### config.mk
export PLATFORM = sky130hd
export DESIGN_NAME = tnps_tracker
export DESIGN_NICKNAME = d
export VERILOG_FILES = /design/src/sv/tnps_pkg.sv /design/src/sv/tnps_tracker.sv
export VERILOG_INCLUDE_DIRS = /design/src /design/src/sv
export SDC_FILE = /design/constraint.sdc
export NUM_CORES = 1
export LEC_CHECK = 0
export BUFFER_PORTS_ARGS = -buffer_cell sky130_fd_sc_hd__clkbuf_2
export CAP_MARGIN = 0
export CORE_ASPECT_RATIO = 1.5
export CORE_UTILIZATION = 30
export DETAILED_ROUTE_END_ITERATION = 10
export GPL_TIMING_DRIVEN = 0
export PLACE_DENSITY = 0.48
export SYNTH_ARGS = -nofsm -noshare
export SYNTH_HDL_FRONTEND = slang
export SYNTH_SLANG_ARGS = --single-unit
### constraint.sdc
create_clock -name clk -period 7.6 [get_ports clk]
set_input_delay 1.52 -clock clk [delete_from_list [all_inputs] [get_ports clk]]
set_output_delay 1.52 -clock clk [all_outputs]
set_load 0.02 [all_outputs]
### src/sv/assert_macros.svh
// ----------------------------------------------------------------------------
// Assertion macros
// Shared concurrent assertion forms for the probe search RTL.
// ----------------------------------------------------------------------------
`ifndef ASSERT_MACROS_SVH
`define ASSERT_MACROS_SVH

`ifndef NO_ASSERTIONS
// Same-cycle implication, disabled while reset is asserted.
`define ASSERT_IMP(lbl, clk, rst_n, ante, cons) \
  lbl: assert property (@(posedge clk) disable iff (!rst_n) (ante) |-> (cons)) \
    else $error("assertion failed");
// Next-cycle implication, disabled while reset is asserted.
`define ASSERT_NEXT(lbl, clk, rst_n, ante, cons) \
  lbl: assert property (@(posedge clk) disable iff (!rst_n) (ante) |=> (cons)) \
    else $error("assertion failed");
`else
`define ASSERT_IMP(lbl, clk, rst_n, ante, cons)
`define ASSERT_NEXT(lbl, clk, rst_n, ante, cons)
`endif

`endif

### src/sv/tnps_pkg.sv
// ----------------------------------------------------------------------------
// tnps_pkg
// Widths, constants and types shared by the two-nearest probe search.
// ----------------------------------------------------------------------------
package tnps_pkg;

  localparam int MAX_ENTRIES_DEF = 64;

  localparam int COORD_W   = 24;
  localparam int NORM_W    = 16;
  localparam int OFFS_W    = 24;
  localparam int SLOT_W    = 6;
  localparam int IDX_OUT_W = 7;
  localparam int CNT_REG_W = 7;

  localparam int ENTRY_W    = 3 * COORD_W;
  localparam int DELTA_W    = COORD_W + 1;
  localparam int SQ_W       = 2 * DELTA_W;
  localparam int DIST_W     = SQ_W + 2;
  localparam int NPROD_W    = COORD_W + NORM_W;
  localparam int PLANE_W    = NPROD_W + 4;
  localparam int NORM_SHIFT = 14;

  // Squared distance limit, (99999 * 16)^2 in 1/256 square units.
  localparam logic [DIST_W-1:0] DIST_LIMIT_SQ = 52'd2559948800256;

  localparam logic MODE_LOAD  = 1'b0;
  localparam logic MODE_QUERY = 1'b1;

  typedef enum logic [2:0] {
    ST_IDLE = 3'b001,
    ST_SCAN = 3'b010,
    ST_DONE = 3'b100
  } tnps_state_t;

endpackage

### src/sv/tnps_tracker.sv
// ----------------------------------------------------------------------------
// tnps_tracker
// Running nearest / second-nearest tracker, one probe distance per step cycle.
// ----------------------------------------------------------------------------
`include "assert_macros.svh"

module tnps_tracker
  import tnps_pkg::*;
#(
  parameter int MAX_ENTRIES = MAX_ENTRIES_DEF
) (
  input  logic                                        clk,
  input  logic                                        rst_n,
  input  logic                                        clear,
  input  logic                                        step,
  input  logic                                        front,
  input  logic [DIST_W-1:0]                           sq_dist,
  input  logic [((MAX_ENTRIES > 1) ? $clog2(MAX_ENTRIES) : 1)-1:0] idx,
  output logic                                        found,
  output logic [((MAX_ENTRIES > 1) ? $clog2(MAX_ENTRIES) : 1)-1:0] nearest,
  output logic [((MAX_ENTRIES > 1) ? $clog2(MAX_ENTRIES) : 1)-1:0] second
);

  localparam int AW = (MAX_ENTRIES > 1) ? $clog2(MAX_ENTRIES) : 1;

  logic              have1_r, have2_r;
  logic [DIST_W-1:0] d1_r, d2_r;
  logic [AW-1:0]     r1_r, r2_r;
  logic              lt1, lt2, take1, shift2;

  assign lt1    = sq_dist < d1_r;
  assign lt2    = sq_dist < d2_r;
  assign take1  = front && lt1;
  // A displaced nearest drops to second only when it beats the current second.
  assign shift2 = have1_r && (d1_r < d2_r);

  always_ff @(posedge clk) begin
    if (!rst_n) begin
      have1_r <= 1'b0;
      have2_r <= 1'b0;
    end else if (clear) begin
      have1_r <= 1'b0;
      have2_r <= 1'b0;
    end else if (step) begin
      if (take1) begin
        have1_r <= 1'b1;
        if (shift2) begin
          have2_r <= 1'b1;
        end
      end else if (lt2) begin
        have2_r <= 1'b1;
      end
    end
  end

  always_ff @(posedge clk) begin
    if (clear) begin
      d1_r <= DIST_LIMIT_SQ;
      d2_r <= DIST_LIMIT_SQ;
    end else if (step) begin
      if (take1) begin
        if (shift2) begin
          d2_r <= d1_r;
          r2_r <= r1_r;
        end
        d1_r <= sq_dist;
        r1_r <= idx;
      end else if (lt2) begin
        d2_r <= sq_dist;
        r2_r <= idx;
      end
    end
  end

  assign found   = have1_r;
  assign nearest = r1_r;
  assign second  = have2_r ? r2_r : r1_r;

  `ASSERT_IMP(a_near_in_limit, clk, rst_n, have1_r, d1_r < DIST_LIMIT_SQ)
  `ASSERT_IMP(a_second_in_limit, clk, rst_n, have2_r, d2_r < DIST_LIMIT_SQ)
  `ASSERT_NEXT(a_clear_empties, clk, rst_n, clear, !have1_r && !have2_r)

endmodule

# Yosys cells after proc, flatten, opt, wreduce, memory -nomap -nowiden
# Index checks and enable logic that the tools add are counted.
dict set report classes {
  muxes 10
  n_bitwise 2
  n_lt_le_gt_ge 3
  eq_ne 1
  reduce_logical 8
}
# cell count
set op_table {}
lappend op_table {{$lt A52 B52 Y1} 3}
lappend op_table {{$mux W52} 3}
lappend op_table {{$mux W6} 4}
lappend op_table {{$reduce_and A3 Y1} 2}
lappend op_table {{$reduce_and A4 Y1} 1}
lappend op_table {{$mux W1} 3}
lappend op_table {{$logic_and A1 B1 Y1} 2}
lappend op_table {{$ne A2 B1 Y1 const B} 1}
lappend op_table {{$not A1 Y1} 2}
lappend op_table {{$reduce_and A2 Y1} 1}
lappend op_table {{$reduce_bool A2 Y1} 1}
lappend op_table {{$reduce_or A2 Y1} 1}
dict set report totals {
  in_bits 63
  elab_cells 30
  ff_bits 118
  out_inout_bits 13
}

# Depth between registers and ports, before layout
# Gate-level depths: netlist (run 1).
dict set report depth {
  ltp_word 4
  depth_mapped 12
  ltp_nobuf 10
}

# Least setup slack after synthesis (run 1)
# OpenSTA, ideal clock, no wires.
dict set report synth_path {
  kind {input to register}
  from {input sq_dist[51]}
  to {register r2_r[0], enable pin}
  slack_ns 3.188
  t_required_ns 7.250
  setup_ns 0.350
  cell_stages 9
  path_buffers 1
  t_arrival_ns 4.063
  cell_sequence {ha_1 > nand4_1 > or4_1 > or4_4 > a211o_1 > a21oi_2 > a2bb2oi_4 > buf_4 > nor2_1}
}
dict set report synth_via {
  elab_chain_cells 4
  elab_cells_between_ends 6
  classes_between {order compare (2); eq/ne (1); reduce/logical (3)}
}
# element line
set synth_lines {}
lappend synth_lines {{from (decl)} tnps_tracker.sv:17} ;# input logic [DIST_W-1:0] sq_dist,
lappend synth_lines {{$lt A52 B52 Y1} tnps_tracker.sv:31} ;# assign lt1 = sq_dist < d1_r;
lappend synth_lines {{$logic_and A1 B1 Y1} tnps_tracker.sv:33} ;# assign take1 = front && lt1;
lappend synth_lines {{$ne A2 B1 Y1 (no source line) or $reduce_bool A2 Y1 (tied branches)} -}
lappend synth_lines {{$reduce_and A4 Y1 (no source line) (*)} -}
lappend synth_lines {{to (signal assigned)} tnps_tracker.sv:64} ;# r2_r <= r1_r;
lappend synth_lines {{to (signal assigned)} tnps_tracker.sv:70} ;# r2_r <= idx;
lappend synth_lines {{to (decl)} tnps_tracker.sv:28} ;# logic [AW-1:0] r1_r, r2_r;
# Every way passes the cells marked *; elsewhere a longest branch is shown, timed or not.
# A chain may end at the register's enable or synchronous reset.

# Worst setup path after layout (run 1)
dict set report layout_path {
  from {input sq_dist[51]}
  to {register r2_r[3], enable pin}
}
# Same word-level chain as after synthesis.

==> results of run 1 <==
metal layers:
| metal | share of wire (%) | wire, um | up-vias |
|---|---|---|---|
| li1 | - | - | 3873 |
| met1 | 42 | 11200 | 3571 |
| met2 | 53 | 14300 | 102 |
| met3 | 2.7 | 715 | 42 |
| met4 | 2.6 | 689 | 0 |
| met5 | 0 | 0 | - |
synth_stat cells, drive strengths merged, types with 23 or more instances:
| cell type | instances |
|---|---|
| a21oi | 92 |
| a21o | 33 |
| dfxtp | 106 |
| clkbuf | 33 |
| nand2 | 26 |
| inv | 120 |
| o21ai | 59 |
| nor2 | 114 |
| nand4 | 23 |
| nand3 | 48 |
| ha | 153 |
| mux2i | 52 |
| mux2 | 51 |
worst paths after layout:
path | from | to
worst max-delay path | sq_dist[51] | r2_r[3]
worst min-delay path | found | found
worst max register to register | d1_r[51] | r2_r[3]
worst min register to register | found | found
area by class of cell:
type / count / area (um2) / share of cell area (%)
plain buffers: 51 / 246 / 2.39
multi-input cells: 749 / 5670 / 55.1
well taps: 390 / 488 / 4.74
clock inverters: 13 / 158 / 1.53
inverters: 120 / 450 / 4.37
clock buffers: 19 / 433 / 4.20
flip-flops and latches: 118 / 2480 / 24.1
repair buffers: 74 / 370 / 3.60
where the power goes:
part	total (uW)	internal, uW	switching, uW
Combinational	387	158	229
Sequential	676	659	17.0
Clock	829	512	317
Total	1890	1330	563
registers in the layout (all words and copies together), names as in the netlist:
signal	count
d2_r	52
have2_r	1
r2_r	6
nearest	6
found	1
d1_r	52
logic make-up after synthesis:
logic type,count (synthesis)
AND/OR/NAND/NOR,253
AO/OA/AOI/OAI,240
buffers and inverters,171
adder cells (fa/ha/maj),153
flip-flops,118
multiplexers,103
worst reg2reg max path, stage by stage (launching register included):
cell and delay, ns:
dfxtp_1 0.41, inv_1 0.06, ha_1 0.31, nand4_1 0.22, or4_1 0.59, or4_4 0.54, a211o_1 0.37, a21oi_2 0.22
a2bb2oi_4 0.14, buf_4 0.24, nor2_1 0.41
stage by stage:
step	utilization (%)	std cells	setup slack [ns]	area [um2]	hold WS (ns)
after floorplan	-	1038	3.19	8850	0.465
after CTS	35.6	1534	2.93	10300	0.503
after global routing	35.6	1534	2.75	10300	0.513
after detailed placement	33.6	1502	2.45	9710	0.487
final	35.6	1534	2.94	10300	0.489
after global placement	33.6	1502	2.40	9710	0.481
==> impl_metrics.csv, run 1 <==
group,metric,value,unit
logic_synthesis,synth_xor_area_share,0,%
sta,relSlewSlack,33.3,%
floorplan,start_util,30.6,%
sta,fmax,215,MHz
critical_path,critPathLaunchType,"input port",
status,outcome,"complete, no violations",
critical_path,crit_chain,"clkbuf_2, ha_1, nand4_1, or4_1, or4_4, a211o_1, a21oi_2, a2bb2oi_4, buf_4, nor2_1",
critical_path,crit_cells,10,
logic_synthesis,synth_area_leaders,"dfxtp_1, ha_1, mux2i_1",
clocking,ctsRootBufferMaster,"clkbuf_16",
floorplan,core,0.0289,mm2
clocking,cts_resized,0,
clocking,clk_latency,0.44,ns
grt,antenna_found_initial,0,
logic_synthesis,syn-cell-area,0.00885,mm2
grt,grt_use_total,18.8,%
critical_path,crit_family,"simple AND/OR/NAND/NOR gates",
grt,grt_pass1_vias,7754,
final_layout,fillCellCount,3124,
clocking,ctsHoldBuffers,0,
routing,drt-initial-drc-count,291,
logic_synthesis,synthMuxAreaShare,12.4,%
grt,grt_remaining_overflow,0,
job,cap_violations,0,
worst_hold_path,hp-class,"reg2reg",
power,power,1890,uW
final_layout,drive_above_1_share,12.3,%
grt,use_met1,21.0,%
critical_path,rr_worst_depth,10,
grt,gr-usage-met3,3.40,%
clocking,cts.htree.levels,4,
logic_synthesis,syn_inst,1038,
logic_synthesis,synth_top_family_by_area,"adder cells",
logic_synthesis,synth_edf_count,12,
power,irDropWorstVdd,0.000166,V
floorplan,die_height,212,um
floorplan,ios,76,
critical_path,crit_buf_inv,2,
final_layout,layout.nets,1347,
place,dp_hpwl,21100,um
routing,via_count,7588,
critical_path,crit_slowest_cell,"or4_1",
grt,met2_usage,35.0,%
critical_path,rrSetupSlack,3.73,ns
grt,grt_pass1_wl,42500,um
sta,worstMarginPinSlew,0.975,ns
sta,tns,0,ns
logic_synthesis,synth_top_flop_cell,"dfxtp_1",
final_layout,final_common_cell,"ha_1",
clocking,cts-buffers-inserted,17,
sta,hold_viol_final,0,
logic_synthesis,yosysSeqAreaShare,28.1,%
logic_synthesis,synthDistinctLibCells,47,
critical_path,required,7.68,ns
place,place.port_buffers,74,
logic_synthesis,synth-seq-cells,118,
clocking,clock_sinks,118,
place,gp_congestion,0.846,
clocking,cts_buffer_depth,2,
sta,slew_viol_final,0,
logic_synthesis,yosysTopAreaCell,"dfxtp_1",
sta,fin_crit,4.66,ns
logic_synthesis,syn-num-nets,1254,
logic_synthesis,synth-simple-area-share,13.2,%
logic_synthesis,synth.top_cell.area_share,24.0,%
routing,wl_per_cell,17.5,um
critical_path,path_max_fanout,10,
clocking,cts_tree,"done",
sta,finClkSkew,0.00848,ns
final_layout,diodes,0,
sta,rsz0062_at_grt,"no",
worst_hold_path,hold_depth,2,
critical_path,critPathKind,"in2reg",
routing,avgViaCountPerCell,4.95,
grt,grt_max_degree,17,
routing,route.detailed.drc,0,
logic_synthesis,ys_async_sr_fraction,0,%
sta,post-route-period-util,61.3,%
critical_path,end_kind,"flop",
final_layout,syn_to_final_growth,16.4,%
routing,wl,26900,um
clocking,clk_pin_slew,0.05,ns
critical_path,crit_path_max_incr_delay,0.59,ns
floorplan,dieWidth,142,um
sta,finalSetupViolCount,0,
floorplan,rows,76,
floorplan,die-area,0.0302,mm2
grt,busiest_layer,"met2",
logic_synthesis,yosysWarnings,0,
power,power.density,184,mW/mm2
routing,drtAntennaViolNets,0,
routing,firstDrtPassIters,4,
critical_path,crit_arrival,4.73,ns
logic_synthesis,synthAdderAreaFrac,21.6,%
logic_synthesis,syn_avg_cell_area,8.52,um2
clocking,cts_setup_buffers,0,
logic_synthesis,synth_compound_area_share,16.8,%
power,p_leak,0.00489,uW
final_layout,most-common-layout-cells,"ha_1, inv_1, nor2_1",
Power figures use the tool's default switching activity.
==> run 2: changes to the inputs <==
- PLACE_DENSITY: 0.48 -> 0.49
- clock period: 7.6 -> 4.21 ns (I/O delays scaled with it)
==> impl_metrics.csv, run 2 (synthesis gave the netlist of run 1 again) <==
group,metric,value,unit
grt,grt_pass1_wl,42500,um
final_layout,drive_above_1_share,12.2,%
routing,met2WireLength,13800,um
worst_hold_path,holdCritStartpoint,"found",
floorplan,dieWidth,142,um
final_layout,most-common-layout-cells,"ha_1, inv_1, nor2_1",
floorplan,rows,76,
job,cap_violations,0,
worst_hold_path,hold_depth,2,
floorplan,ios,76,
critical_path,crit_chain,"clkbuf_2, ha_1, nand4_1, or4_1, or4_4, o211ai_1, clkbuf_1, o21ai_0, a21oi_1, mux2_1",
grt,grt_use_total,18.9,%
worst_hold_path,hp-class,"reg2reg",
status,outcome,"complete, no violations",
critical_path,critPathLaunchType,"input port",
sta,hold_viol_final,0,
place,post_dp_cell_area,0.00971,mm2
clocking,ctsRootBufferMaster,"clkbuf_16",
clocking,clk_pin_slew,0.06,ns
clocking,clk_latency,0.44,ns
critical_path,crit_arrival,4.38,ns
sta,relSlewSlack,27.0,%
grt,antenna_found_initial,0,
critical_path,end_kind,"flop",
critical_path,critPathKind,"in2reg",
sta,rsz0062_at_grt,"no",
power,p_leak,0.00490,uW
grt,grt_remaining_overflow,0,
routing,avgViaCountPerCell,4.91,
clocking,cts-buffers-inserted,17,
worst_hold_path,min_to,"found",
place,place.port_buffers,74,
routing,wl_per_cell,17.3,um
clocking,cts_tree,"done",
routing,firstDrtPassIters,4,
power,irDropWorstVdd,0.000344,V
final_layout,layout.nets,1347,
clocking,ctsHoldBuffers,0,
critical_path,reg2reg_from,"d1_r[47]",
sta,post-route-period-util,95.1,%
clocking,cts_buffer_depth,2,
clocking,clock_sinks,118,
sta,fin_crit,4.00,ns
floorplan,core,0.0289,mm2
routing,met3_length,634,um
sta,slew_viol_final,0,
critical_path,rr_worst_depth,10,
place,gp_congestion,0.834,
critical_path,path_max_fanout,10,
critical_path,required,4.59,ns
critical_path,rrSetupSlack,0.30,ns
final_layout,diodes,0,
final_layout,final_area,0.0103,mm2
critical_path,crit_slowest_cell,"or4_1",
routing,drtAntennaViolNets,0,
routing,drt-met1-wl,11200,um
place,dp_hpwl,20800,um
sta,fmax,250,MHz
floorplan,die-area,0.0302,mm2
critical_path,crit_path_max_incr_delay,0.59,ns
routing,wl,26500,um
routing,drt-initial-drc-count,308,
critical_path,crit_family,"simple AND/OR/NAND/NOR gates",
power,power,3440,uW
floorplan,die_height,212,um
grt,grt_pass1_vias,7755,
sta,finClkSkew,0.0128,ns
clocking,cts_setup_buffers,0,
critical_path,crit_start,"sq_dist[51]",
floorplan,start_util,30.6,%
critical_path,reg2reg_to,"d2_r[29]",
routing,route.detailed.drc,0,
routing,top_layer,"met4",
clocking,cts_resized,0,
final_layout,biggestRegsByFlops,"d1_r: 52 flops, d2_r: 52 flops",
final_layout,final_common_cell,"ha_1",
routing,via_count,7539,
final_layout,post-route-util,35.7,%
sta,finalSetupViolCount,0,
clocking,cts.htree.levels,4,
sta,worstMarginPinSlew,1.07,ns
critical_path,crit_buf_inv,2,
final_layout,syn_to_final_growth,16.5,%
grt,grt_max_degree,17,
power,power.density,333,mW/mm2
==> run 2: metrics by stage <==
step / instances / hold WS [ns] / worst slack [ns] / TNS, ns
floorplan: 1038 / 0.465 / 0.476 / 0
global placement: 1502 / 0.473 / -0.285 / -6.78
detailed placement: 1502 / 0.476 / -0.276 / -6.69
CTS: 1534 / 0.486 / 0.187 / 0
global route: 1534 / 0.528 / 0.0626 / 0
finish: 1534 / 0.479 / 0.207 / 0
==> run 2: cell type report <==
cell class	count	area [um2]
fill	3111	18600
multi-input combinational	749	5670
sequential	118	2480
tap	390	488
clock buffer	23	478
inverter	120	450
timing repair buffer	74	370
buffer	51	246
clock inverter	9	125
==> run 2: worst max-delay path by stage <==
| stage | to | cells after the start |
|---|---|---|
| floorplan | r2_r[0] | 9 |
| global placement | r2_r[1] | 10 |
| detailed placement | r2_r[1] | 10 |
| CTS | r2_r[1] | 10 |
| global route | r2_r[1] | 10 |
| finish | d2_r[29] | 10 |
==> run 2: power breakdown <==
group / internal, uW / switching, uW
Combinational: 285 / 414
Sequential: 1190 / 30.4
Clock: 972 / 547
==> run 2: metal layers <==
layer,track usage (%),vias to the layer above
li1,-,3872
met1,20.9,3522
met2,34.7,101
met3,3.27,44
met4,8.49,0
met5,0,-
==> run 2: tightest hold or removal path, stage by stage (launching register included) <==
cell and delay, ns:
dfxtp_1 0.32, inv_1 0.05, a21boi_0 0.06
==> run 3: changes to the inputs <==
==> constraint.sdc (replaced) <==
create_clock -name clk -period 4.21 [get_ports clk]
set_input_delay 0 -clock clk [delete_from_list [all_inputs] [get_ports clk]]
set_output_delay 0 -clock clk [all_outputs]
set_load 0.02 [all_outputs]
==> impl_metrics.csv, run 3 (synthesis gave the netlist of run 1 again) <==
group,metric,value,unit
critical_path,path_max_fanout,10,
clocking,cts_buffer_depth,2,
sta,post-route-period-util,91.7,%
clocking,cts_resized,0,
sta,setup_ws,0.348,ns
grt,grt_use_total,19.1,%
final_layout,final_common_cell,"ha_1",
clocking,ctsHoldBuffers,59,
power,p_sw_share,28.7,%
sta,finClkSkew,0.0129,ns
grt,antenna_found_initial,0,
power,irDropWorstVdd,0.000346,V
place,dpl_worst_slack,0.265,ns
critical_path,crit_arrival,3.94,ns
sta,relSlewSlack,27.4,%
power,seqPwrFrac,35.0,%
clocking,clk_latency,0.45,ns
final_layout,syn_to_final_growth,23.2,%
power,p_comb_share,21.3,%
place,dp_hpwl,20800,um
place,gp_congestion,0.834,
sta,slew_viol_final,0,
critical_path,critPathKind,"reg2reg",
sta,worstMarginPinSlew,1.06,ns
floorplan,ios,76,
floorplan,core,0.0289,mm2
sta,finalSetupViolCount,0,
power,power.density,319,mW/mm2
routing,drt-initial-drc-count,296,
critical_path,critPathLaunchType,"flop",
clocking,cts.htree.levels,4,
power,p_leak,0.00515,uW
clocking,clk_pin_slew,0.06,ns
final_layout,biggestRegsByFlops,"d1_r: 52 flops, d2_r: 52 flops",
routing,avgViaCountPerCell,4.86,
critical_path,required,4.29,ns
grt,grt_pass1_wl,43000,um
floorplan,rows,76,
clocking,cts_tree,"done",
power,clkPwrFrac,43.7,%
clocking,ctsRootBufferMaster,"clkbuf_16",
floorplan,start_util,30.6,%
final_layout,most-common-layout-cells,"ha_1, inv_1, nor2_1",
grt,grt_pass1_vias,7927,
routing,route.detailed.drc,0,
floorplan,dieWidth,142,um
grt,grt_max_degree,17,
power,switching_power,1000,uW
final_layout,post-route-util,37.7,%
grt,grt_remaining_overflow,0,
floorplan,die-area,0.0302,mm2
final_layout,diodes,0,
floorplan,die_height,212,um
routing,wl_per_cell,16.8,um
routing,drtAntennaViolNets,0,
routing,via_count,7739,
sta,fin_crit,3.86,ns
sta,tns,0,ns
final_layout,layout.nets,1406,
routing,firstDrtPassIters,4,
sta,fmax,259,MHz
power,p_int,2480,uW
sta,hold_viol_final,0,
place,place.port_buffers,74,
final_layout,drive_above_1_share,11.6,%
status,outcome,"complete, no violations",
worst_hold_path,hp-class,"in2reg",
critical_path,end_kind,"flop",
clocking,cts_setup_buffers,0,
routing,wl,26800,um
job,cap_violations,0,
clocking,clock_sinks,118,
sta,timing.hold.ws,0.292,ns
sta,rsz0062_at_grt,"no",
clocking,cts-buffers-inserted,17,
run 3: cell count changes in the layout (fill, tap and decap cells not counted):
cell,delta
dlygate4sd3_1,+59
run 3: routing by layer:
layer / vias up / wire length, um / track usage [%]
met5: - / 0 / 0
met2: 102 / 14000 / 35.3
met4: 0 / 856 / 8.27
li1: 3989 / - / -
met3: 47 / 737 / 3.02
met1: 3601 / 11200 / 21.2
run 3: through the flow:
| step | std cells | power (uW) | cell area (um2) |
|---|---|---|---|
| final | 1593 | 3480 | 10900 |
| after global routing | 1593 | 3680 | 10900 |
| after CTS | 1593 | 3540 | 10900 |
| after detailed placement | 1502 | 1950 | 9710 |
| after global placement | 1502 | 1940 | 9710 |
| after floorplan | 1038 | 1700 | 8850 |
run 3: layout make-up:
cell class	count	area [um2]
Tap cell	390	488
Buffer	51	246
Clock buffer	23	478
Fill cell	3088	18000
Timing Repair Buffer	133	961
Inverter	120	450
Multi-Input combinational cell	749	5670
Clock inverter	9	125
Sequential cell	118	2480
run 3: worst paths after layout:
| kind | startpoint | end | slack [ns] | cells past startpoint |
|---|---|---|---|---|
| hold / removal | step | d1_r[8] | 0.29 | 4 |
| setup reg to reg | d1_r[51] | r2_r[1] | 0.35 | 10 |
| hold reg to reg | found | found | 0.48 | 2 |
| setup / recovery | d1_r[51] | r2_r[1] | 0.35 | 10 |
run 3: power groups by stage:
stage | registers, uW | logic [uW] | clock network, uW
2_1_floorplan | 1240 | 468 | 0
3_3_place_gp | 1240 | 694 | 0
3_5_place_dp | 1240 | 702 | 0
4_1_cts | 1220 | 751 | 1570
5_1_grt | 1230 | 842 | 1610
6_report | 1220 | 742 | 1520
run 3: critical path: stages (launching register included):
cell	delay (ns)
dfxtp_1	0.39
inv_1	0.06
ha_1	0.31
nand4_1	0.21
or4_1	0.59
or4_4	0.54
a211o_1	0.35
a21oi_2	0.21
a2bb2oi_4	0.14
buf_4	0.23
nor2_1	0.45
